## config.mk

```make
export PLATFORM = sky130hd
export DESIGN_NAME = hangul_two_set_composer
export DESIGN_NICKNAME = d
export VERILOG_FILES = /design/src/design/hts_pkg.sv /design/src/design/hts_core.sv /design/src/design/hangul_two_set_composer.sv
export SDC_FILE = /design/constraint.sdc
export NUM_CORES = 1
export LEC_CHECK = 0
export BUFFER_PORTS_ARGS = -buffer_cell sky130_fd_sc_hd__buf_2
export CORE_MARGIN = 5
export CORE_UTILIZATION = 40
export DETAILED_ROUTE_END_ITERATION = 10
export PLACE_DENSITY = 0.55
export SLEW_MARGIN = 20
export SYNTH_ARGS = -nofsm -noshare
export SYNTH_HDL_FRONTEND = slang
export SYNTH_HIERARCHICAL = 1
export SYNTH_SLANG_ARGS = --single-unit
```

## constraint.sdc

```tcl
create_clock -name clk -period 10 [get_ports clk]
set_input_delay 0.5 -clock clk [delete_from_list [all_inputs] [get_ports clk]]
set_output_delay 0.5 -clock clk [all_outputs]
set_load 0.02 [all_outputs]
```

## src/design/hts_pkg.sv

```systemverilog
// Types, constants and jamo lookup functions shared by the two-set Hangul composer.
`timescale 1ns / 1ps

package hts_pkg;

    // Index value meaning "no jamo"
    localparam logic [4:0] NONE_IDX = 5'd31;

    // Valid index ranges
    localparam logic [4:0] INI_COUNT = 5'd19;
    localparam logic [4:0] MED_COUNT = 5'd21;
    localparam logic [4:0] FIN_COUNT = 5'd28;
    localparam logic [4:0] LETTER_COUNT = 5'd26;

    // Codepoint bases
    localparam logic [15:0] SYL_BASE = 16'hAC00;
    localparam logic [15:0] CONS_BASE = 16'h3131;
    localparam logic [15:0] VOWEL_BASE = 16'h314F;
    localparam logic [15:0] SYL_PER_INI = 16'd588;   // 21 medials * 28 finals
    localparam logic [15:0] SYL_PER_MED = 16'd28;

    // Operation selector
    localparam logic OP_KEY = 1'b0;
    localparam logic OP_BACKSPACE = 1'b1;

    typedef enum logic [2:0] {
        KIND_PREEDIT = 3'd0,
        KIND_COMMIT  = 3'd1,
        KIND_ERASE   = 3'd2,
        KIND_PASS    = 3'd3,
        KIND_NOTUSED = 3'd4
    } hts_kind_t;

    typedef struct packed {
        logic [4:0] ini;
        logic [4:0] med;
        logic [4:0] fin;
        logic       composing;
    } hts_state_t;

    localparam hts_state_t STATE_CLEARED = '{ini: NONE_IDX, med: NONE_IDX,
                                             fin: NONE_IDX, composing: 1'b0};

    typedef struct packed {
        hts_kind_t   kind;
        logic [15:0] codepoint;
        logic        last;
    } hts_result_t;

    // Key tables, letters a..z
    localparam logic [4:0] KEY_PLAIN [26] = '{5'd6, 5'd17, 5'd14, 5'd11, 5'd3, 5'd5, 5'd18,
        5'd8, 5'd2, 5'd4, 5'd0, 5'd20, 5'd18, 5'd13, 5'd1, 5'd5, 5'd7, 5'd0, 5'd2, 5'd9,
        5'd6, 5'd17, 5'd12, 5'd16, 5'd12, 5'd15};
    localparam logic [4:0] KEY_SHIFT [26] = '{5'd6, 5'd17, 5'd14, 5'd11, 5'd4, 5'd5, 5'd18,
        5'd8, 5'd2, 5'd4, 5'd0, 5'd20, 5'd18, 5'd13, 5'd3, 5'd7, 5'd8, 5'd1, 5'd2, 5'd10,
        5'd6, 5'd17, 5'd13, 5'd16, 5'd12, 5'd15};
    // bit n set when letter n is a vowel key
    localparam logic [25:0] KEY_VOWEL = 26'h110FF82;

    // Compatibility consonant offsets from 0x3131, by initial index
    localparam logic [4:0] INI_JAMO_OFF [19] = '{5'h00, 5'h01, 5'h03, 5'h06, 5'h07, 5'h08,
        5'h10, 5'h11, 5'h12, 5'h14, 5'h15, 5'h16, 5'h17, 5'h18, 5'h19, 5'h1a, 5'h1b,
        5'h1c, 5'h1d};
    // initial -> final, zero when the consonant cannot close a syllable
    localparam logic [4:0] FIN_OF_INI [19] = '{5'd1, 5'd2, 5'd4, 5'd7, 5'd0, 5'd8, 5'd16,
        5'd17, 5'd0, 5'd19, 5'd20, 5'd21, 5'd22, 5'd0, 5'd23, 5'd24, 5'd25, 5'd26, 5'd27};
    // final -> initial
    localparam logic [4:0] INI_OF_FIN [28] = '{5'd31, 5'd0, 5'd1, 5'd31, 5'd2, 5'd31,
        5'd31, 5'd3, 5'd5, 5'd31, 5'd31, 5'd31, 5'd31, 5'd31, 5'd31, 5'd31, 5'd6, 5'd7,
        5'd31, 5'd9, 5'd10, 5'd11, 5'd12, 5'd14, 5'd15, 5'd16, 5'd17, 5'd18};

    function automatic logic ini_ok(input logic [4:0] i);
        return i < INI_COUNT;
    endfunction

    function automatic logic med_ok(input logic [4:0] m);
        return m < MED_COUNT;
    endfunction

    function automatic logic fin_ok(input logic [4:0] f);
        return (f != 5'd0) && (f < FIN_COUNT);
    endfunction

    function automatic logic [4:0] fin_of_init(input logic [4:0] i);
        logic [4:0] r;
        r = 5'd0;
        if (i < INI_COUNT) r = FIN_OF_INI[i];
        return r;
    endfunction

    function automatic logic [4:0] init_of_fin(input logic [4:0] f);
        logic [4:0] r;
        r = NONE_IDX;
        if (f < FIN_COUNT) r = INI_OF_FIN[f];
        return r;
    endfunction

    function automatic logic [4:0] join_medial(input logic [4:0] a, input logic [4:0] b);
        logic [4:0] r;
        r = NONE_IDX;
        if (a == 5'd8 && b == 5'd0) r = 5'd9;
        else if (a == 5'd8 && b == 5'd1) r = 5'd10;
        else if (a == 5'd8 && b == 5'd20) r = 5'd11;
        else if (a == 5'd13 && b == 5'd4) r = 5'd14;
        else if (a == 5'd13 && b == 5'd5) r = 5'd15;
        else if (a == 5'd13 && b == 5'd20) r = 5'd16;
        else if (a == 5'd18 && b == 5'd20) r = 5'd19;
        return r;
    endfunction

    function automatic logic [4:0] split_medial(input logic [4:0] v);
        logic [4:0] r;
        case (v)
            5'd9, 5'd10, 5'd11:  r = 5'd8;
            5'd14, 5'd15, 5'd16: r = 5'd13;
            5'd19:               r = 5'd18;
            default:             r = NONE_IDX;
        endcase
        return r;
    endfunction

    function automatic logic [4:0] join_final(input logic [4:0] a, input logic [4:0] b);
        logic [4:0] r;
        r = 5'd0;
        if (a == 5'd1 && b == 5'd19) r = 5'd3;
        else if (a == 5'd4 && b == 5'd22) r = 5'd5;
        else if (a == 5'd4 && b == 5'd27) r = 5'd6;
        else if (a == 5'd8 && b == 5'd1) r = 5'd9;
        else if (a == 5'd8 && b == 5'd16) r = 5'd10;
        else if (a == 5'd8 && b == 5'd17) r = 5'd11;
        else if (a == 5'd8 && b == 5'd19) r = 5'd12;
        else if (a == 5'd8 && b == 5'd25) r = 5'd13;
        else if (a == 5'd8 && b == 5'd26) r = 5'd14;
        else if (a == 5'd8 && b == 5'd27) r = 5'd15;
        else if (a == 5'd17 && b == 5'd19) r = 5'd18;
        return r;
    endfunction

    // First half left behind by a compound final; none for a simple final
    function automatic logic [4:0] split_final_head(input logic [4:0] v);
        logic [4:0] r;
        case (v)
            5'd3:                                   r = 5'd1;
            5'd5, 5'd6:                             r = 5'd4;
            5'd9, 5'd10, 5'd11, 5'd12, 5'd13, 5'd14, 5'd15: r = 5'd8;
            5'd18:                                  r = 5'd17;
            default:                                r = NONE_IDX;
        endcase
        return r;
    endfunction

    // Part that detaches from a final; the whole final when it is simple
    function automatic logic [4:0] split_final_tail(input logic [4:0] v);
        logic [4:0] r;
        case (v)
            5'd3, 5'd12, 5'd18: r = 5'd19;
            5'd5:               r = 5'd22;
            5'd6, 5'd15:        r = 5'd27;
            5'd9:               r = 5'd1;
            5'd10:              r = 5'd16;
            5'd11:              r = 5'd17;
            5'd13:              r = 5'd25;
            5'd14:              r = 5'd26;
            default:            r = v;
        endcase
        return r;
    endfunction

    // Codepoint shown for a jamo set, zero when nothing is held
    function automatic logic [15:0] codepoint_of(input hts_state_t s);
        logic [15:0] f_eff;
        logic [15:0] r;
        f_eff = fin_ok(s.fin) ? 16'(s.fin) : 16'd0;
        r = 16'd0;
        if (ini_ok(s.ini) && med_ok(s.med))
            r = SYL_BASE + 16'(s.ini) * SYL_PER_INI + 16'(s.med) * SYL_PER_MED + f_eff;
        else if (ini_ok(s.ini))
            r = CONS_BASE + 16'(INI_JAMO_OFF[s.ini]);
        else if (med_ok(s.med))
            r = VOWEL_BASE + 16'(s.med);
        return r;
    endfunction

endpackage

```

## src/design/hts_core.sv

```systemverilog
// Composition step: next jamo state and up to two result words for one input word.
`timescale 1ns / 1ps

module hts_core (
    input  hts_pkg::hts_state_t  state,
    input  logic                 operation,
    input  logic [4:0]           key_letter,
    input  logic                 shift,
    output hts_pkg::hts_state_t  state_next,
    output hts_pkg::hts_result_t res0,
    output hts_pkg::hts_result_t res1,
    output logic [1:0]           res_count
);
    import hts_pkg::*;

    hts_state_t  nxt;
    hts_state_t  commit_st;
    logic        do_commit;
    logic        do_show;
    logic        e0_valid;
    logic        e1_valid;
    hts_kind_t   e1_kind;
    logic [15:0] e1_cp;
    logic [15:0] commit_cp;
    logic [15:0] show_cp;
    logic [4:0]  v;
    logic [4:0]  joined;
    logic [4:0]  moved;
    logic        iok;
    logic        mok;
    logic        fok;

    // Decide the jamo update and which words come out
    always_comb
    begin
        iok = ini_ok(state.ini);
        mok = med_ok(state.med);
        fok = fin_ok(state.fin);
        nxt = state;
        commit_st = state;
        do_commit = 1'b0;
        do_show = 1'b0;
        e1_valid = 1'b0;
        e1_kind = KIND_PREEDIT;
        e1_cp = 16'd0;
        v = KEY_PLAIN[key_letter];
        joined = NONE_IDX;
        moved = NONE_IDX;

        if (operation == OP_BACKSPACE)
        begin
            if (!state.composing)
            begin
                e1_valid = 1'b1;
                e1_kind = KIND_NOTUSED;
            end
            else
            begin
                if (fok)
                    nxt.fin = split_final_head(state.fin);
                else if (mok)
                    nxt.med = split_medial(state.med);
                else
                    nxt = STATE_CLEARED;
                // nothing left to show: erase
                if (!ini_ok(nxt.ini) && !med_ok(nxt.med))
                begin
                    e1_valid = 1'b1;
                    e1_kind = KIND_ERASE;
                    nxt = STATE_CLEARED;
                end
                else
                    do_show = 1'b1;
            end
        end
        else if (key_letter >= LETTER_COUNT)
        begin
            // non-Hangul key: flush syllable, pass key on
            do_commit = 1'b1;
            nxt = STATE_CLEARED;
            e1_valid = 1'b1;
            e1_kind = KIND_PASS;
        end
        else
        begin
            if (shift)
                v = KEY_SHIFT[key_letter];
            do_show = 1'b1;
            if (KEY_VOWEL[key_letter])
            begin
                joined = join_medial(state.med, v);
                if (!mok)
                    nxt.med = v;
                else if (fok)
                begin
                    // final (or its second half) moves on to the new syllable
                    moved = split_final_tail(state.fin);
                    commit_st.fin = split_final_head(state.fin);
                    do_commit = 1'b1;
                    nxt = STATE_CLEARED;
                    nxt.ini = init_of_fin(moved);
                    nxt.med = v;
                end
                else if (joined != NONE_IDX)
                    nxt.med = joined;
                else
                begin
                    do_commit = 1'b1;
                    nxt = STATE_CLEARED;
                    nxt.med = v;
                end
            end
            else
            begin
                if (iok && mok && !fok)
                    joined = fin_of_init(v);
                else if (iok && mok)
                    joined = join_final(state.fin, fin_of_init(v));
                else
                    joined = 5'd0;

                if (!iok && !mok)
                    nxt.ini = v;
                else if (joined != 5'd0)
                    nxt.fin = joined;
                else
                begin
                    do_commit = 1'b1;
                    nxt = STATE_CLEARED;
                    nxt.ini = v;
                end
            end
        end

        // preedit update
        show_cp = codepoint_of(nxt);
        if (do_show && show_cp != 16'd0)
        begin
            e1_valid = 1'b1;
            e1_kind = KIND_PREEDIT;
            e1_cp = show_cp;
            nxt.composing = 1'b1;
        end

        commit_cp = codepoint_of(commit_st);
        e0_valid = do_commit && state.composing && (commit_cp != 16'd0);
    end

    // Pack words, commit first
    always_comb
    begin
        res1 = '{kind: e1_kind, codepoint: e1_cp, last: 1'b1};
        if (e0_valid)
            res0 = '{kind: KIND_COMMIT, codepoint: commit_cp, last: !e1_valid};
        else
            res0 = res1;
    end

    assign res_count = {1'b0, e0_valid} + {1'b0, e1_valid};
    assign state_next = nxt;

endmodule

```

## src/design/hangul_two_set_composer.sv

```systemverilog
// Two-set Hangul composer top level: jamo state, composition step and result buffer.
// Output: a result word is presented on the master side in the cycle after the input word
// is accepted; a second word of the same input follows once the first is taken.
// Throughput: one input word per cycle while m_tready is high and each yields one result;
// after one that yields two, the next waits while the two-entry buffer drains one word a cycle.
// Reset: rst_n low clears the jamo indices to none, drops composing and empties the buffer.
`timescale 1ns / 1ps

module hangul_two_set_composer (
    input  logic        clk,
    input  logic        rst_n,
    input  logic        s_tvalid,
    output logic        s_tready,
    input  logic [7:0]  s_tdata,    // [4:0] key_letter, [5] shift, [7:6] zero
    input  logic [0:0]  s_tuser,    // [0] operation
    output logic        m_tvalid,
    input  logic        m_tready,
    output logic [15:0] m_tdata,    // [15:0] codepoint
    output logic [2:0]  m_tuser,    // [2:0] kind
    output logic        m_tlast
);
    import hts_pkg::*;

    hts_state_t  state_reg;
    hts_state_t  state_next;
    hts_result_t res0;
    hts_result_t res1;
    logic [1:0]  res_count;
    hts_result_t buf_reg [2];
    logic [1:0]  count_reg;
    logic        push;
    logic        pop;

    hts_core u_core (
        .state      (state_reg),
        .operation  (s_tuser[0]),
        .key_letter (s_tdata[4:0]),
        .shift      (s_tdata[5]),
        .state_next (state_next),
        .res0       (res0),
        .res1       (res1),
        .res_count  (res_count)
    );

    // Handshakes: take a word once the buffer is empty or emptying
    assign s_tready = (count_reg == 2'd0) || (count_reg == 2'd1 && m_tready);
    assign push = s_tvalid && s_tready;
    assign m_tvalid = (count_reg != 2'd0);
    assign pop = m_tvalid && m_tready;

    assign m_tdata = buf_reg[0].codepoint;
    assign m_tuser = buf_reg[0].kind;
    assign m_tlast = buf_reg[0].last;

    // Jamo state
    always_ff @(posedge clk or negedge rst_n)
    begin
        if (!rst_n)
            state_reg <= STATE_CLEARED;
        else if (push)
            state_reg <= state_next;
    end

    // Result buffer control
    always_ff @(posedge clk or negedge rst_n)
    begin
        if (!rst_n)
            count_reg <= 2'd0;
        else if (push)
            count_reg <= res_count;
        else if (pop)
            count_reg <= count_reg - 2'd1;
    end

    // Result buffer payload, head at entry 0
    always_ff @(posedge clk)
    begin
        if (push)
        begin
            buf_reg[0] <= res0;
            buf_reg[1] <= res1;
        end
        else if (pop)
            buf_reg[0] <= buf_reg[1];
    end

`ifndef SYNTH
    // Buffer never holds more than two words
    a_count_bound: assert property (@(posedge clk) disable iff (!rst_n)
        count_reg != 2'd3)
        else $error("result buffer count out of range");

    // A word is taken only when the buffer is empty or drains in the same edge
    a_no_overrun: assert property (@(posedge clk) disable iff (!rst_n)
        push |-> (count_reg == 2'd0 || pop))
        else $error("input accepted over pending results");

    // With two pending words only the second closes the run
    a_last_order: assert property (@(posedge clk) disable iff (!rst_n)
        count_reg == 2'd2 |-> (buf_reg[1].last && !buf_reg[0].last))
        else $error("last marker misplaced");

    // Not composing means no jamo is held
    a_idle_clear: assert property (@(posedge clk) disable iff (!rst_n)
        !state_reg.composing |->
            (state_reg.ini == NONE_IDX && state_reg.med == NONE_IDX
             && state_reg.fin == NONE_IDX))
        else $error("jamo held while not composing");
`endif

endmodule

```

==> results.md <==
* Max reg flops at 40
* GRT overflow at 0
* Via count at 10,000
* First-pass GRT wire length at around 52,000 microns
* Ports at 35
* Worst flop-to-flop path startpoint: state_reg[1]
* Post-synth top area share at about 17%
* Register bit total from synthesis at 58
* Reg2Reg Setup Slack at between 500 and 600 ps
* Largest net degree at the start of global routing at 37
* Area Overhead vs Synth at 15.3%
* Drt first pass iters at 5
* Hold Path Class: in -> async
* Via/cell ratio at just under 6
* Number of I/O port buffers at 32
* Layout cells sized above 1 at 22.1%
* Final min period at 9490 ps
* Clock tree from TritonCTS: built
* Skew final at around 7.6 ps
* Post-cts hold buffer count at 0
* Clock latency on the worst-skew pair at 320 ps
* Total Routing Usage GR at between 20% and 30%
* DRC Markers at 0
* Reg clk slew, reported paths at about 50 ps
* Final Hold Vio Count at 0
* DRT antenna net count at 0
* Root Buffer: clkbuf_16
* Max Cap Violations at 0
* Fmax at 105 MHz
* Overall die height at between 150 and 200 microns
* Die Area at 0.0299 sq mm
* Synth async-reset ratio at between 30% and 40%
* Synth cell types at 121
* EDFF count, synth at 40
* Most frequent cells in the layout: ha_1 (145), buf_4 (122), nand2_1 (92), nor2_1 (88), inv_1 (81)
* Reg2Reg Depth at 39
* R2r endpoint: count_reg[0]
* Least-Margin Pin Slew at around 1100 ps
* Most common library cell in the layout ignoring fill and taps: ha_1
* Most used cell, CP: ha_1
* # diodes at 0
* Most used flip-flop cell after synthesis: edfxtp_1
* CP Max Fanout at 10
* Initial core utilization at ~41%
* Nets at 1,564
* Setup TNS at 0 ps
* Core area at about 0.026 sq mm
* Mapped Nets at 1,444
* Syn avg cell area at between 8 and 9 sq um
* Routed wire length at ~32,000 microns
* Final max-slew violation count at 0
* # setup viols final at 0
* Site Rows at 59
* Worst setup SP type: input pin
* Synth Warn # at 6
* Vias in the first global route at just under 10,000
* CP arrival at around 9700 ps
* Slew headroom at 29.8%
* Post-DP HPWL at 26,100 microns
* Critical path required time at 10,210 ps
* CP Class: in -> reg
* Gp weighted congestion at 0.927
* Seq/Total Area, Yosys at between 10% and 20%
* Cell count after synthesis at 1,265
* Yosys top cell by area: ha_1
* Antenna violations before repair at 0
* WL/cell at between 15 and 20 microns
* Die Width at about 170 microns
* Fin crit share at between 90% and 100%
* Worst setup EP type: register
* RSZ-0062 raised after global routing: no
* CTS sink cnt at 58
* Num CTS Buffers at 9
* Clock buffer depth at 2
* Synth area leaders: ha_1 (17%), edfxtp_1 (11%), dfstp_2 (3.7%)
* Outcome: finished, final reports clean
* Syn Std Cell Area at approximately 0.011 sq mm
* Starting DRC count in detailed routing at approximately 800
* CTS H-Tree Depth at 3
* CP peak stage delay at between 500 and 600 ps
* Slowest-stage cell, CP: or4_1
-- final cells by class --
cell class                      count  area, sq um
Clock buffer                        9          225
Multi-Input combinational cell   1072         8430
Tap cell                          335          419
Sequential cell                    58         1670
Inverter                           90          345
Clock inverter                      7         70.1
Fill cell                        2567        13900
Timing Repair Buffer              154         1080
-- repair_timing --
item,CTS,global route
resized for setup,0,28
setup buffers,0,4
setup endpoints to repair,0,4
-- logic make-up (layout without fill, tap and decap cells) --
family                     after synthesis  after routing  synth area share (%)
AOI/OAI and AO/OA                      385            385                  26.5
xor gates and xnor gates                54             54                  4.45
adders and majority gates              166            166                  20.8
buffers and inverters                  135            260                  5.82
DFF                                     58             58                  15.7
muxes                                   64             64                  7.01
other                                    1              1                0.0353
and+or+nand+nor                        402            402                  19.6
-- through the flow --
stage | util (%) | area [sq um] | hold WS, ps | instances | setup slack (ps)
floorplan | - | 10600 | 204 | 1265 | 592
global placement | 45.2 | 11800 | 475 | 1705 | 68.6
detailed placement | 45.2 | 11800 | 471 | 1705 | 9.74
CTS | 46.3 | 12100 | 131 | 1721 | 18.3
global route | 46.8 | 12200 | 165 | 1725 | 4.74
finish | 46.8 | 12200 | 131 | 1725 | 515
-- cell usage after synthesis (6+ instances only) --
cell	number
ha_1	148
nand2_1	93
nor2_1	89
inv_1	83
o21ai_0	76
a21oi_1	71
nor3_1	43
xnor2_1	41
edfxtp_1	40
mux2_2	26
nand3_1	26
clkbuf_1	24
a21o_1	21
and2_1	19
nand2b_1	19
nor2b_1	19
a31oi_1	18
fa_1	18
o22ai_1	17
mux2i_1	16
nand4_1	16
o21a_1	16
dfstp_2	15
o21bai_1	13
xor2_1	13
buf_6	11
mux2_4	11
a211oi_1	10
and3_1	10
mux2_1	10
nor4_1	10
a22oi_1	9
or2_2	9
o211ai_1	8
or3_1	8
a211o_1	7
o21ai_1	7
o221ai_1	7
o2111ai_1	6
-- worst max-delay path: cells and delay by family --
family / cells / cell delay, ps
AO/OA/AOI/OAI: 15 / 3160
AND/OR/NAND/NOR: 9 / 2730
adder cells (fa/ha/maj): 8 / 2190
buffers and inverters: 6 / 690
multiplexers: 1 / 230
XOR/XNOR: 1 / 170
-- layer usage --
metal / part of all wire [%] / up-vias / track usage (%) / routed length (microns)
met1: 49 / 4715 / 30.9 / 15600
met3: 5.3 / 34 / 2.21 / 1700
met4: 1.2 / 0 / 3.36 / 399
met5: 0 / - / 0 / 0
met2: 45 / 330 / 33.4 / 14300
li1: - / 4958 / - / -
-- how the worst max path moves through the flow --
stage | startpoint | end | slack, ps | cells past startpoint
final | s_tdata[0] | count_reg[0] | 510 | 40
after global routing | s_tdata[0] | count_reg[0] | 5 | 45
after CTS | state_reg[1] | count_reg[0] | 20 | 39
after detailed placement | s_tdata[1] | count_reg[0] | 10 | 41
after global placement | s_tdata[1] | count_reg[0] | 70 | 40
after floorplan | s_tdata[0] | count_reg[0] | 590 | 40
Power is left out: the tool's default activity adds up to more than one toggle a clock period on the data nets, which glitch-free logic cannot reach.
